--- config.mk ---
export PLATFORM = sky130hd
export DESIGN_NAME = perceptron_train_predict_unit
export DESIGN_NICKNAME = d
export VERILOG_FILES = /design/src/sv/perc_pkg.sv /design/src/sv/perceptron_train_predict_unit.sv
export SDC_FILE = /design/constraint.sdc
export NUM_CORES = 2
export LEC_CHECK = 0
export ABC_AREA = 0
export ABC_CLOCK_PERIOD_IN_PS = 21800
export BUFFER_PORTS_ARGS = -buffer_cell sky130_fd_sc_hd__clkbuf_2
export CORE_ASPECT_RATIO = 0.8
export CORE_UTILIZATION = 59
export CTS_BUF_LIST = sky130_fd_sc_hd__clkbuf_8
export DETAILED_ROUTE_END_ITERATION = 7
export PLACE_DENSITY = 0.86
export SKIP_LAST_GASP = 1
export SLEW_MARGIN = 10
export SYNTH_ARGS = -nofsm -noshare
export SYNTH_HDL_FRONTEND = slang
export SYNTH_SLANG_ARGS = --single-unit
--- constraint.sdc ---
create_clock -name clk -period 21.8 [get_ports clk]
set_input_delay 1.09 -clock clk [delete_from_list [all_inputs] [get_ports clk]]
set_output_delay 1.09 -clock clk [all_outputs]
set_load 0.02 [all_outputs]
--- src/sv/perc_pkg.sv ---
`default_nettype none
package perc_pkg;

  localparam int MAX_INPUTS_DEF = 8;

  localparam int AI_W   = 4;
  localparam int RATE_W = 16;
  localparam int FEAT_W = 16;
  localparam int WGT_W  = 32;
  localparam int SUM_W  = 48;

  localparam int CFG_INDEX_W = 2;
  localparam int CFG_DATA_W  = 16;

  localparam logic [CFG_INDEX_W-1:0] REG_ACTIVE_INPUTS = 2'd0;
  localparam logic [CFG_INDEX_W-1:0] REG_LEARN_RATE    = 2'd1;

  localparam logic [AI_W-1:0]   ACTIVE_INPUTS_RST = 4'd2;
  localparam logic [RATE_W-1:0] LEARN_RATE_RST    = 16'd6554;

  localparam logic [1:0] ERR_ZERO = 2'b00;
  localparam logic [1:0] ERR_POS  = 2'b01;
  localparam logic [1:0] ERR_NEG  = 2'b11;

  // Clamp a 34-bit signed sum to the signed 32-bit range.
  function automatic logic [WGT_W-1:0] sat32(input logic [33:0] v);
    logic [WGT_W-1:0] r;
    if (v[33:31] == 3'b000 || v[33:31] == 3'b111) begin
      r = v[31:0];
    end else if (v[33]) begin
      r = 32'h8000_0000;
    end else begin
      r = 32'h7fff_ffff;
    end
    return r;
  endfunction

endpackage
`default_nettype wire

--- src/sv/perceptron_train_predict_unit.sv ---
// Sequence: each feature passes through weight read, shared multiply and accumulate; a
//   sample's final one also adds the bias, applies the step and registers the result. A
//   nonzero training error then walks each trained weight through the shared multiplier
//   and moves the bias. The block takes no new feature until it is back in idle. A waiting
//   result holds the block at the end of the final feature until it is taken.
// Reset (rst, synchronous): weight valid bits, bias, sum and count clear; registers take defaults.
`default_nettype none
module perceptron_train_predict_unit
  import perc_pkg::*;
#(
  parameter int MAX_INPUTS = MAX_INPUTS_DEF
) (
  input  wire                           clk,
  input  wire                           rst,
  // configuration write channel
  input  wire                           cfg_valid,
  output logic                          cfg_ready,
  input  wire  [CFG_INDEX_W-1:0]        cfg_index,
  input  wire  [CFG_DATA_W-1:0]         cfg_data,
  // input items, one feature each
  input  wire                           in_valid,
  output logic                          in_stall,
  input  wire                           req_type,
  input  wire  signed [FEAT_W-1:0]      feature,
  input  wire                           target,
  // result items, one per completed sample
  output logic                          out_valid,
  input  wire                           out_stall,
  output logic                          prediction,
  output logic signed [SUM_W-1:0]       pre_activation,
  output logic signed [1:0]             error_sign
);

  localparam int CW = (MAX_INPUTS > 1) ? $clog2(MAX_INPUTS) : 1;
  localparam logic [7:0] MAX8 = 8'(MAX_INPUTS);

  // Sequencer: one-hot states around the shared multiplier.
  typedef enum logic [7:0] {
    S_IDLE    = 8'b0000_0001,  // take a feature
    S_MUL     = 8'b0000_0010,  // weight times feature
    S_ACC     = 8'b0000_0100,  // add product into running sum
    S_SUM     = 8'b0000_1000,  // add bias, step, issue result
    S_UPD_RD  = 8'b0001_0000,  // read weight and buffered feature
    S_UPD_MUL = 8'b0010_0000,  // rate times feature
    S_UPD_ADD = 8'b0100_0000,  // write back saturated weight
    S_BIAS    = 8'b1000_0000   // move bias by rate
  } state_t;

  state_t state;

  // Configuration registers
  logic [AI_W-1:0]   active_inputs;
  logic [RATE_W-1:0] learn_rate;

  // Sample state
  logic [CW-1:0]           feature_count;
  logic [CW-1:0]           ptr;
  logic [CW-1:0]           last_ptr;
  logic signed [SUM_W-1:0] dot_accum;
  logic [WGT_W-1:0]        bias_value;
  logic                    mode;
  logic                    tgt;
  logic                    err_neg;
  logic signed [FEAT_W-1:0] feat_reg;

  // Weight store with per-entry valid bits (unwritten entries read as zero),
  // feature buffer with no reset.
  logic [WGT_W-1:0]  weights [MAX_INPUTS];
  logic [FEAT_W-1:0] feature_buffer [MAX_INPUTS];
  logic [MAX_INPUTS-1:0] w_valid;
  logic [WGT_W-1:0]  w_rd;
  logic              w_vld_rd;
  logic [FEAT_W-1:0] fb_rd;
  logic [CW-1:0]     rd_addr;
  logic [WGT_W-1:0]  w_eff;

  // Shared multiplier
  logic signed [31:0] mul_a;
  logic signed [16:0] mul_b;
  logic signed [48:0] prod_next;
  logic signed [48:0] prod;

  logic              accept;
  logic              last_feat;
  logic [7:0]        n_eff;
  logic signed [SUM_W-1:0] acc_next;
  logic signed [SUM_W-1:0] sum48;
  logic              pred;
  logic [1:0]        err_code;
  logic              out_free;
  logic signed [48:0] upd_val;
  logic signed [48:0] upd_sh;
  logic [33:0]       w_sum;
  logic [33:0]       b_sum;
  logic [33:0]       rate_ext;

  assign cfg_ready = 1'b1;
  assign in_stall  = (state != S_IDLE);
  assign accept    = in_valid && (state == S_IDLE);
  assign out_free  = !out_valid || !out_stall;

  // Out-of-range lengths: zero counts as one, above the store depth as full.
  always_comb begin
    if (active_inputs == '0) begin
      n_eff = 8'd1;
    end else if ({4'b0, active_inputs} > MAX8) begin
      n_eff = MAX8;
    end else begin
      n_eff = {4'b0, active_inputs};
    end
  end

  assign last_feat = ({{(8-CW){1'b0}}, ptr} + 8'd1) >= n_eff;

  // Read at the next feature's slot while idle, else at the walk pointer.
  assign rd_addr = (state == S_IDLE) ? feature_count : ptr;
  assign w_eff   = w_vld_rd ? w_rd : '0;

  always_comb begin
    if (state == S_MUL) begin
      mul_a = signed'(w_eff);
      mul_b = {feat_reg[FEAT_W-1], feat_reg};
    end else begin
      mul_a = signed'({16'b0, learn_rate});
      mul_b = {fb_rd[FEAT_W-1], fb_rd};
    end
    prod_next = mul_a * mul_b;
  end

  // Floor shift by 8 of the Q24.24 product gives the Q32.16 term.
  assign acc_next = dot_accum + {{7{prod[48]}}, prod[48:8]};

  always_comb begin
    sum48 = dot_accum + {{(SUM_W-WGT_W){bias_value[WGT_W-1]}}, bias_value};
    pred  = ~sum48[SUM_W-1];
    if (mode && tgt && !pred) begin
      err_code = ERR_POS;
    end else if (mode && !tgt && pred) begin
      err_code = ERR_NEG;
    end else begin
      err_code = ERR_ZERO;
    end
  end

  // Weight step: negate before the floor shift so rounding matches error times rate.
  always_comb begin
    upd_val  = err_neg ? -prod : prod;
    upd_sh   = upd_val >>> 8;
    w_sum    = {{2{w_eff[WGT_W-1]}}, w_eff} + upd_sh[33:0];
    rate_ext = {18'b0, learn_rate};
    b_sum    = {{2{bias_value[WGT_W-1]}}, bias_value} + (err_neg ? -rate_ext : rate_ext);
  end

  // Control and state with reset
  always_ff @(posedge clk) begin
    if (rst) begin
      state         <= S_IDLE;
      active_inputs <= ACTIVE_INPUTS_RST;
      learn_rate    <= LEARN_RATE_RST;
      feature_count <= '0;
      ptr           <= '0;
      dot_accum     <= '0;
      bias_value    <= '0;
      w_valid       <= '0;
      w_vld_rd      <= 1'b0;
      out_valid     <= 1'b0;
    end else begin
      w_vld_rd <= w_valid[rd_addr];

      if (cfg_valid) begin
        case (cfg_index)
          REG_ACTIVE_INPUTS: active_inputs <= cfg_data[AI_W-1:0];
          REG_LEARN_RATE:    learn_rate    <= cfg_data[RATE_W-1:0];
          default: ;
        endcase
      end

      // raise the result when a sample completes, drop it once taken
      if (state == S_SUM && out_free) begin
        out_valid <= 1'b1;
      end else if (out_valid && !out_stall) begin
        out_valid <= 1'b0;
      end

      unique case (state)
        S_IDLE: begin
          if (accept) begin
            ptr   <= feature_count;
            state <= S_MUL;
          end
        end
        S_MUL: begin
          state <= S_ACC;
        end
        S_ACC: begin
          dot_accum <= acc_next;
          if (last_feat) begin
            state <= S_SUM;
          end else begin
            feature_count <= ptr + 1'b1;
            state         <= S_IDLE;
          end
        end
        S_SUM: begin
          // hold until the output register is free
          if (out_free) begin
            dot_accum     <= '0;
            feature_count <= '0;
            if (err_code != ERR_ZERO) begin
              ptr   <= '0;
              state <= S_UPD_RD;
            end else begin
              state <= S_IDLE;
            end
          end
        end
        S_UPD_RD: begin
          state <= S_UPD_MUL;
        end
        S_UPD_MUL: begin
          state <= S_UPD_ADD;
        end
        S_UPD_ADD: begin
          w_valid[ptr] <= 1'b1;
          if (ptr == last_ptr) begin
            state <= S_BIAS;
          end else begin
            ptr   <= ptr + 1'b1;
            state <= S_UPD_RD;
          end
        end
        S_BIAS: begin
          bias_value <= sat32(b_sum);
          state      <= S_IDLE;
        end
        default: state <= S_IDLE;
      endcase
    end
  end

  // Payload registers
  always_ff @(posedge clk) begin
    if (accept) begin
      feat_reg <= feature;
      mode     <= req_type;
      tgt      <= target;
    end
    if (state == S_MUL || state == S_UPD_MUL) begin
      prod <= prod_next;
    end
    if (state == S_SUM && out_free) begin
      prediction     <= pred;
      pre_activation <= sum48;
      error_sign     <= err_code;
      err_neg        <= err_code[1];
      last_ptr       <= ptr;
    end
  end

  // Weight and feature stores
  always_ff @(posedge clk) begin
    if (state == S_UPD_ADD) begin
      weights[ptr] <= sat32(w_sum);
    end
    if (accept) begin
      feature_buffer[feature_count] <= feature;
    end
    w_rd  <= weights[rd_addr];
    fb_rd <= feature_buffer[ptr];
  end

endmodule
`default_nettype wire

## Word-level counts from Yosys, hierarchy flattened

Memory sizes are Yosys's and may differ from the RTL's. A register that Yosys moved wholly into a read port is not among the register bits.
Index checks and enable logic that the tools add are counted.

- Reductions and logical operators: 29
- Bitwise logic cells: 2
- Order comparisons: 5
- Muxes and demuxes: 41
- Add/sub/neg operators: 8
- Multipliers: 1
- Equality and inequality tests: 18
- Shift operators: 0
- Divide/modulo/power cells: 0

Operators with widths:

| cell | number |
|---|---|
| 2-to-1 mux 32 bit | 7 |
| adder 48 bit | 2 |
| one-hot mux 48 bit (2 select lines) | 1 |
| adder 34 bit | 2 |
| one-hot mux 8 bit (7 select lines) | 1 |
| multiplier 32 x 17 -> 49 bit | 1 |
| 2-to-1 mux 48 bit | 1 |
| 2-to-1 mux 42 bit | 1 |
| negator 42 bit | 1 |
| 2-to-1 mux 34 bit | 1 |
| negator 16 -> 34 bit | 1 |
| 2-to-1 mux 8 bit | 4 |
| 2-to-1 mux 3 bit | 7 |
| 2-to-1 mux 17 bit | 1 |
| != test 2 bit (second input constant) | 5 |
| one-hot mux 3 bit (3 select lines) | 1 |
| equality test 8 x 1 -> 1 bit (second input constant) | 1 |
| equality test 8 x 2 -> 1 bit (second input constant) | 1 |
| equality test 8 x 3 -> 1 bit (second input constant) | 1 |
| equality test 8 x 4 -> 1 bit (second input constant) | 1 |
| equality test 8 x 5 -> 1 bit (second input constant) | 1 |
| equality test 8 x 6 -> 1 bit (second input constant) | 1 |
| equality test 8 x 7 -> 1 bit (second input constant) | 1 |
| equality test 8 bit (second input constant) | 1 |
| 30 further kinds | 59 |

- Output and inout bits: 54
- RAM bits: 384
- Input port bits: 41
- Memories: 2
- Memory bits (read-only): 0
- Register bits after elaboration: 246
- Word-level logic and storage cells: 125
- Bits in latches: 0

Memories:

| name | depth | width | read ports | clocked after Yosys merged registers in | write ports | line | source |
|---|---|---|---|---|---|---|---|
| weights | 8 | 32 | 1 | 1 | 1 | perceptron_train_predict_unit.sv:68 | `logic [WGT_W-1:0] weights [MAX_INPUTS];` |
| feature_buffer | 8 | 16 | 1 | 1 | 1 | perceptron_train_predict_unit.sv:69 | `logic [FEAT_W-1:0] feature_buffer [MAX_INPUTS];` |

## Longest topological paths before layout

- Depth in word-level cells: 9
- Depth in mapped cells: 32
- Mapped depth without buffers: 29

## Worst setup path before layout

No wires, ideal clock.

- Kind: register to register
- From: register state[7]
- To: register prod[43] (data pin)
- Setup slack: 13783 ps
- Required time: 21519 ps
- Cell stages (with the launch flop): 31
- Setup time: 281 ps
- Buffers on the path: 3
- Data arrival time: 7736 ps
- Period minus slack after synthesis: 8017 ps
- Cells stage by stage: dfxtp_1 nor4_1 nand2_1 nor2_1 clkbuf_1 nand2_1 nand2_1 clkbuf_1 buf_1 nand2_1 fa_1 inv_1 fa_1 inv_1 fa_1 inv_1 fa_1 fa_1 inv_1 fa_1 inv_1 ha_1 a21o_1 a21o_1 a21o_1 a22o_1 a21o_1 a31oi_1 o31ai_1 o31ai_1 o311ai_0

- Word-level cells in the longest chain between the ends: 3
- Elaborated cells between the ends (all ways): 4
- Classes of those cells: 1 x mul; 1 x eq/ne; 2 x mux

RTL lines:

| what | line | source |
|---|---|---|
| start, declared | perceptron_train_predict_unit.sv:49 | `state_t state;` |
| start signal, assigned | perceptron_train_predict_unit.sv:157 | `state <= S_IDLE;` |
| start signal, assigned | perceptron_train_predict_unit.sv:189 | `state <= S_MUL;` |
| start signal, assigned | perceptron_train_predict_unit.sv:193 | `state <= S_ACC;` |
| equality test 8 x 2 -> 1 bit * | perceptron_train_predict_unit.sv:120 | `if (state == S_MUL) begin` |
| 2-to-1 mux 32 bit / 2-to-1 mux 17 bit (equally long branches) | perceptron_train_predict_unit.sv:120 |  |
| multiplier 32 x 17 -> 49 bit * | perceptron_train_predict_unit.sv:127 | `prod_next = mul_a * mul_b;` |
| named net prod_next[43] | perceptron_train_predict_unit.sv:80 | `logic signed [48:0] prod_next;` |
| end signal, assigned | perceptron_train_predict_unit.sv:249 | `prod <= prod_next;` |
| end, declared | perceptron_train_predict_unit.sv:81 | `logic signed [48:0] prod;` |

The timed path passes the listed nets; every way through them passes the cells marked *.
A chain may end at the register's enable or synchronous reset.

## Worst setup path in the final report

- From: register state[7]
- To: register prod[47] (data pin)

Same word-level chain as after synthesis.

==> impl_metrics.tcl <==
set metrics [dict create \
    fp-row-count 97 \
    antenna_left 0 \
    critPathArrivalTime_ns 10.54 \
    cts_max_path_buffers 3 \
    worstSetupStartpoint "state[7]$_SDFFE_PP0P_" \
    largest_reg_flops 256 \
    p_leak_uw 0.02467 \
    clock-root-buffer "clkbuf_8" \
    fill_cells 6706 \
    port_buffers 93 \
    clkTransAtPathRegs_ns 0.06 \
    critical_path.endpoint_type "flop" \
    crit_fanout 53 \
    h-tree-depth 3 \
    min_period_over_period_pct 45.82 \
    synth_top_family_by_area "adder cells" \
    worst_pin_slew_ns 1.396 \
    crit_type "flop to flop" \
    syn-num-nets 5871 \
    ios 95 \
    min_period_ns 9.989 \
    netlist.top_cell.by_area "edfxtp_1" \
    reg2reg_slack_ns 11.81 \
    synth_seq_cells 677 \
    synth_edf_count 505 \
    slew_violations 0 \
    grt_pass1_wl_um 222900 \
    antenna_found_initial 2 \
    drtPass1Iterations 8 \
    cp_slowest_stage_delay_ns 0.88 \
    synth_compound_area_share_pct 10.55 \
    cts_hold_buf 0 \
    yosysMostFrequentCell "nand2_1" \
    place_area_um2 54610 \
    r2r-start "state[7]$_SDFFE_PP0P_" \
    setup_slack_ns 11.81 \
    ys_top_cells_by_area "edfxtp_1 (29%), fa_1 (20%), ha_1 (6.7%), dfxtp_1 (6.5%), nand2_1 (4.5%)" \
    top_regs "weights x256, feature_buffer x128, prod x49" \
    cts-resized-gates 0 \
    overflow 0 \
    route.detailed.drc 0 \
    vdd_drop_max_uv 293.5 \
    viasPerCell 6.155 \
    numCtsBuffers 101 \
    power.density_nw_per_um2 119.2 \
    grt_usage_pct 32.22 \
    wirelength_um 145100 \
    maxCapViolCount 0 \
    cts_tree "built" \
    crit_buf_inv 6 \
    synth-xor-area-share_pct 3.897 \
    fmax_mhz 100.1 \
    design.core.area_um2 88110 \
    die_h_um 269.6 \
    post_drt_wl_per_cell_um 22.83 \
    async_flop_share_pct 0 \
    endpoint "prod[47]$_DFFE_PP_" \
    r2r_cells 29 \
    syn_avg_cell_area_um2 10.51 \
    status "completed" \
    grt_pass1_vias 38230 \
    critical_path.slowest_cell "nand2_1" \
    grt_max_degree 83 \
    skew_ns 0.04591 \
    hpwl_um 110600 \
    ys_types 79 \
    stdcell_area_um2 56720 \
    top_register "weights" \
    startpoint_type "flop" \
    cts_sinks 677 \
    start_util_pct 59.94 \
    synthToLayoutAreaGrowth_pct 7.404 \
    cp_common_cell "fa_1" \
    worst_r2r_endpoint "prod[47]$_DFFE_PP_" \
    critical_path_depth 29 \
    final_nets 5925 \
    dieArea_um2 90720 \
    yosysWarningCount 0 \
    synth_commonest_cells "nand2_1 (632), inv_1 (583), fa_1 (525)" \
    max_slew_margin_pct 6.281 \
    clk-insertion-delay-late_ns 0.77 \
    setup_tns_ns 0 \
    post-place-ws_ns 12.00 \
    crit_family "adder cells" \
    seq_area_frac_synth_pct 35.23 \
    yosys.area_share.simple_pct 12.35 \
    synthAdderAreaFrac_pct 26.58 \
    synthCells 5023 \
    synthMuxAreaShare_pct 5.733 \
    vias 39120 \
    hold_viol_final 0 \
    die_w_um 336.5 \
    synth.cell_area_um2 52810 \
    drive_gt1_share_pct 9.698 \
    gp_congestion 1.047 \
    setup_viol 0 \
    drt-initial-drc-count 4217 \
    synth_ff_type "edfxtp_1" \
    rsz0062_at_grt "no" \
    yosysTopAreaCellShare_pct 28.71 \
    post-cts-setup-buffer-count 0 \
    worstPathRequired_ns 22.35 \
    hold_path.class "flop to flop" \
]
[layer usage]
metal  global-route usage (%)  up-vias  routed length (um)
met5                        0        -                   9
met4                    9.868        2                4686
met3                    13.51      335               20650
met2                    45.60     2245               60840
met1                    45.04    19230               58920
li1                         -    17310                   -
[worst reg2reg max path: cells and delay by family (launching register included)]
kind,cells,cell delay (ns)
fa+ha+maj,7,3.37
simple gates,7,2.79
compound gates,9,2.39
buf+inv,6,0.91
flops,1,0.34
[stage by stage]
stage	total power [uW]	hold WS [ns]	instances	utilization [%]
6_report	6759	0.4790	6355	64.37
5_1_grt	7236	0.4805	6355	64.37
4_1_cts	6659	0.4722	6354	64.36
3_5_place_dp	5575	0.4689	6162	61.98
3_3_place_gp	5475	0.4451	6162	61.98
2_1_floorplan	4553	0.4350	5023	-
[logic make-up after synthesis]
group	Yosys count
multiplexers	174
buffers and inverters	782
adder cells (fa/ha/maj)	807
other	1
AND/OR/NAND/NOR	1485
flip-flops	677
AO/OA/AOI/OAI	862
XOR/XNOR	235
[power by group]
group	total (uW)	switching, uW	internal [uW]
sequential	1660	53.7	1610
combinational	4020	2420	1590
clock	1080	525	554
[final cells by class]
cell class / instances / area [um2] / area share (%)
Multi-Input combinational cell: 3564 / 31440 / 55.43
Clock inverter: 87 / 658.1 / 1.160
Inverter: 584 / 2192 / 3.865
Clock buffer: 105 / 1445 / 2.548
Tap cell: 1188 / 1486 / 2.621
Sequential cell: 677 / 18610 / 32.81
Antenna cell: 1 / 2.502 / 0.004412
Timing Repair Buffer: 149 / 888.4 / 1.566
[how the worst min path moves through the flow]
stage	from	endpoint	slack (ns)	cells after the start
6_report	w_valid[3]$_SDFFE_PP0P_	w_valid[3]$_SDFFE_PP0P_	0.48	2
5_1_grt	req_type	mode$_DFFE_PP_	0.48	1
4_1_cts	req_type	mode$_DFFE_PP_	0.47	1
3_5_place_dp	w_valid[3]$_SDFFE_PP0P_	w_valid[3]$_SDFFE_PP0P_	0.47	2
3_3_place_gp	w_valid[4]$_SDFFE_PP0P_	w_valid[4]$_SDFFE_PP0P_	0.45	2
2_1_floorplan	w_valid[0]$_SDFFE_PP0P_	w_valid[0]$_SDFFE_PP0P_	0.44	2
[layout by cell type, fill, tap and decap left out, drive strengths merged, types with 10 or more instances in the layout]
cell    count
nor2b      33
nor3b      13
o211ai     30
nor3       51
a211o      11
buf        57
mux4       98
fa        525
a21oi     230
a211oi     54
a21o      115
xor2       63
o21ai     184
nor2      454
o21bai     22
o21a       26
nand2b     41
a21boi     23
nor4       16
mux2       48
clkinv     38
nand3      75
a31oi      30
or3        14
edfxtp    505
xnor2     172
ha        282
o31a       15
nand3b     13
nand2     632
inv       621
nand4      30
a22oi      16
clkbuf    197
o31ai      20
and3       31
mux2i      28
and2       46
dfxtp     172
or2        10
Power figures use the tool's default switching activity.
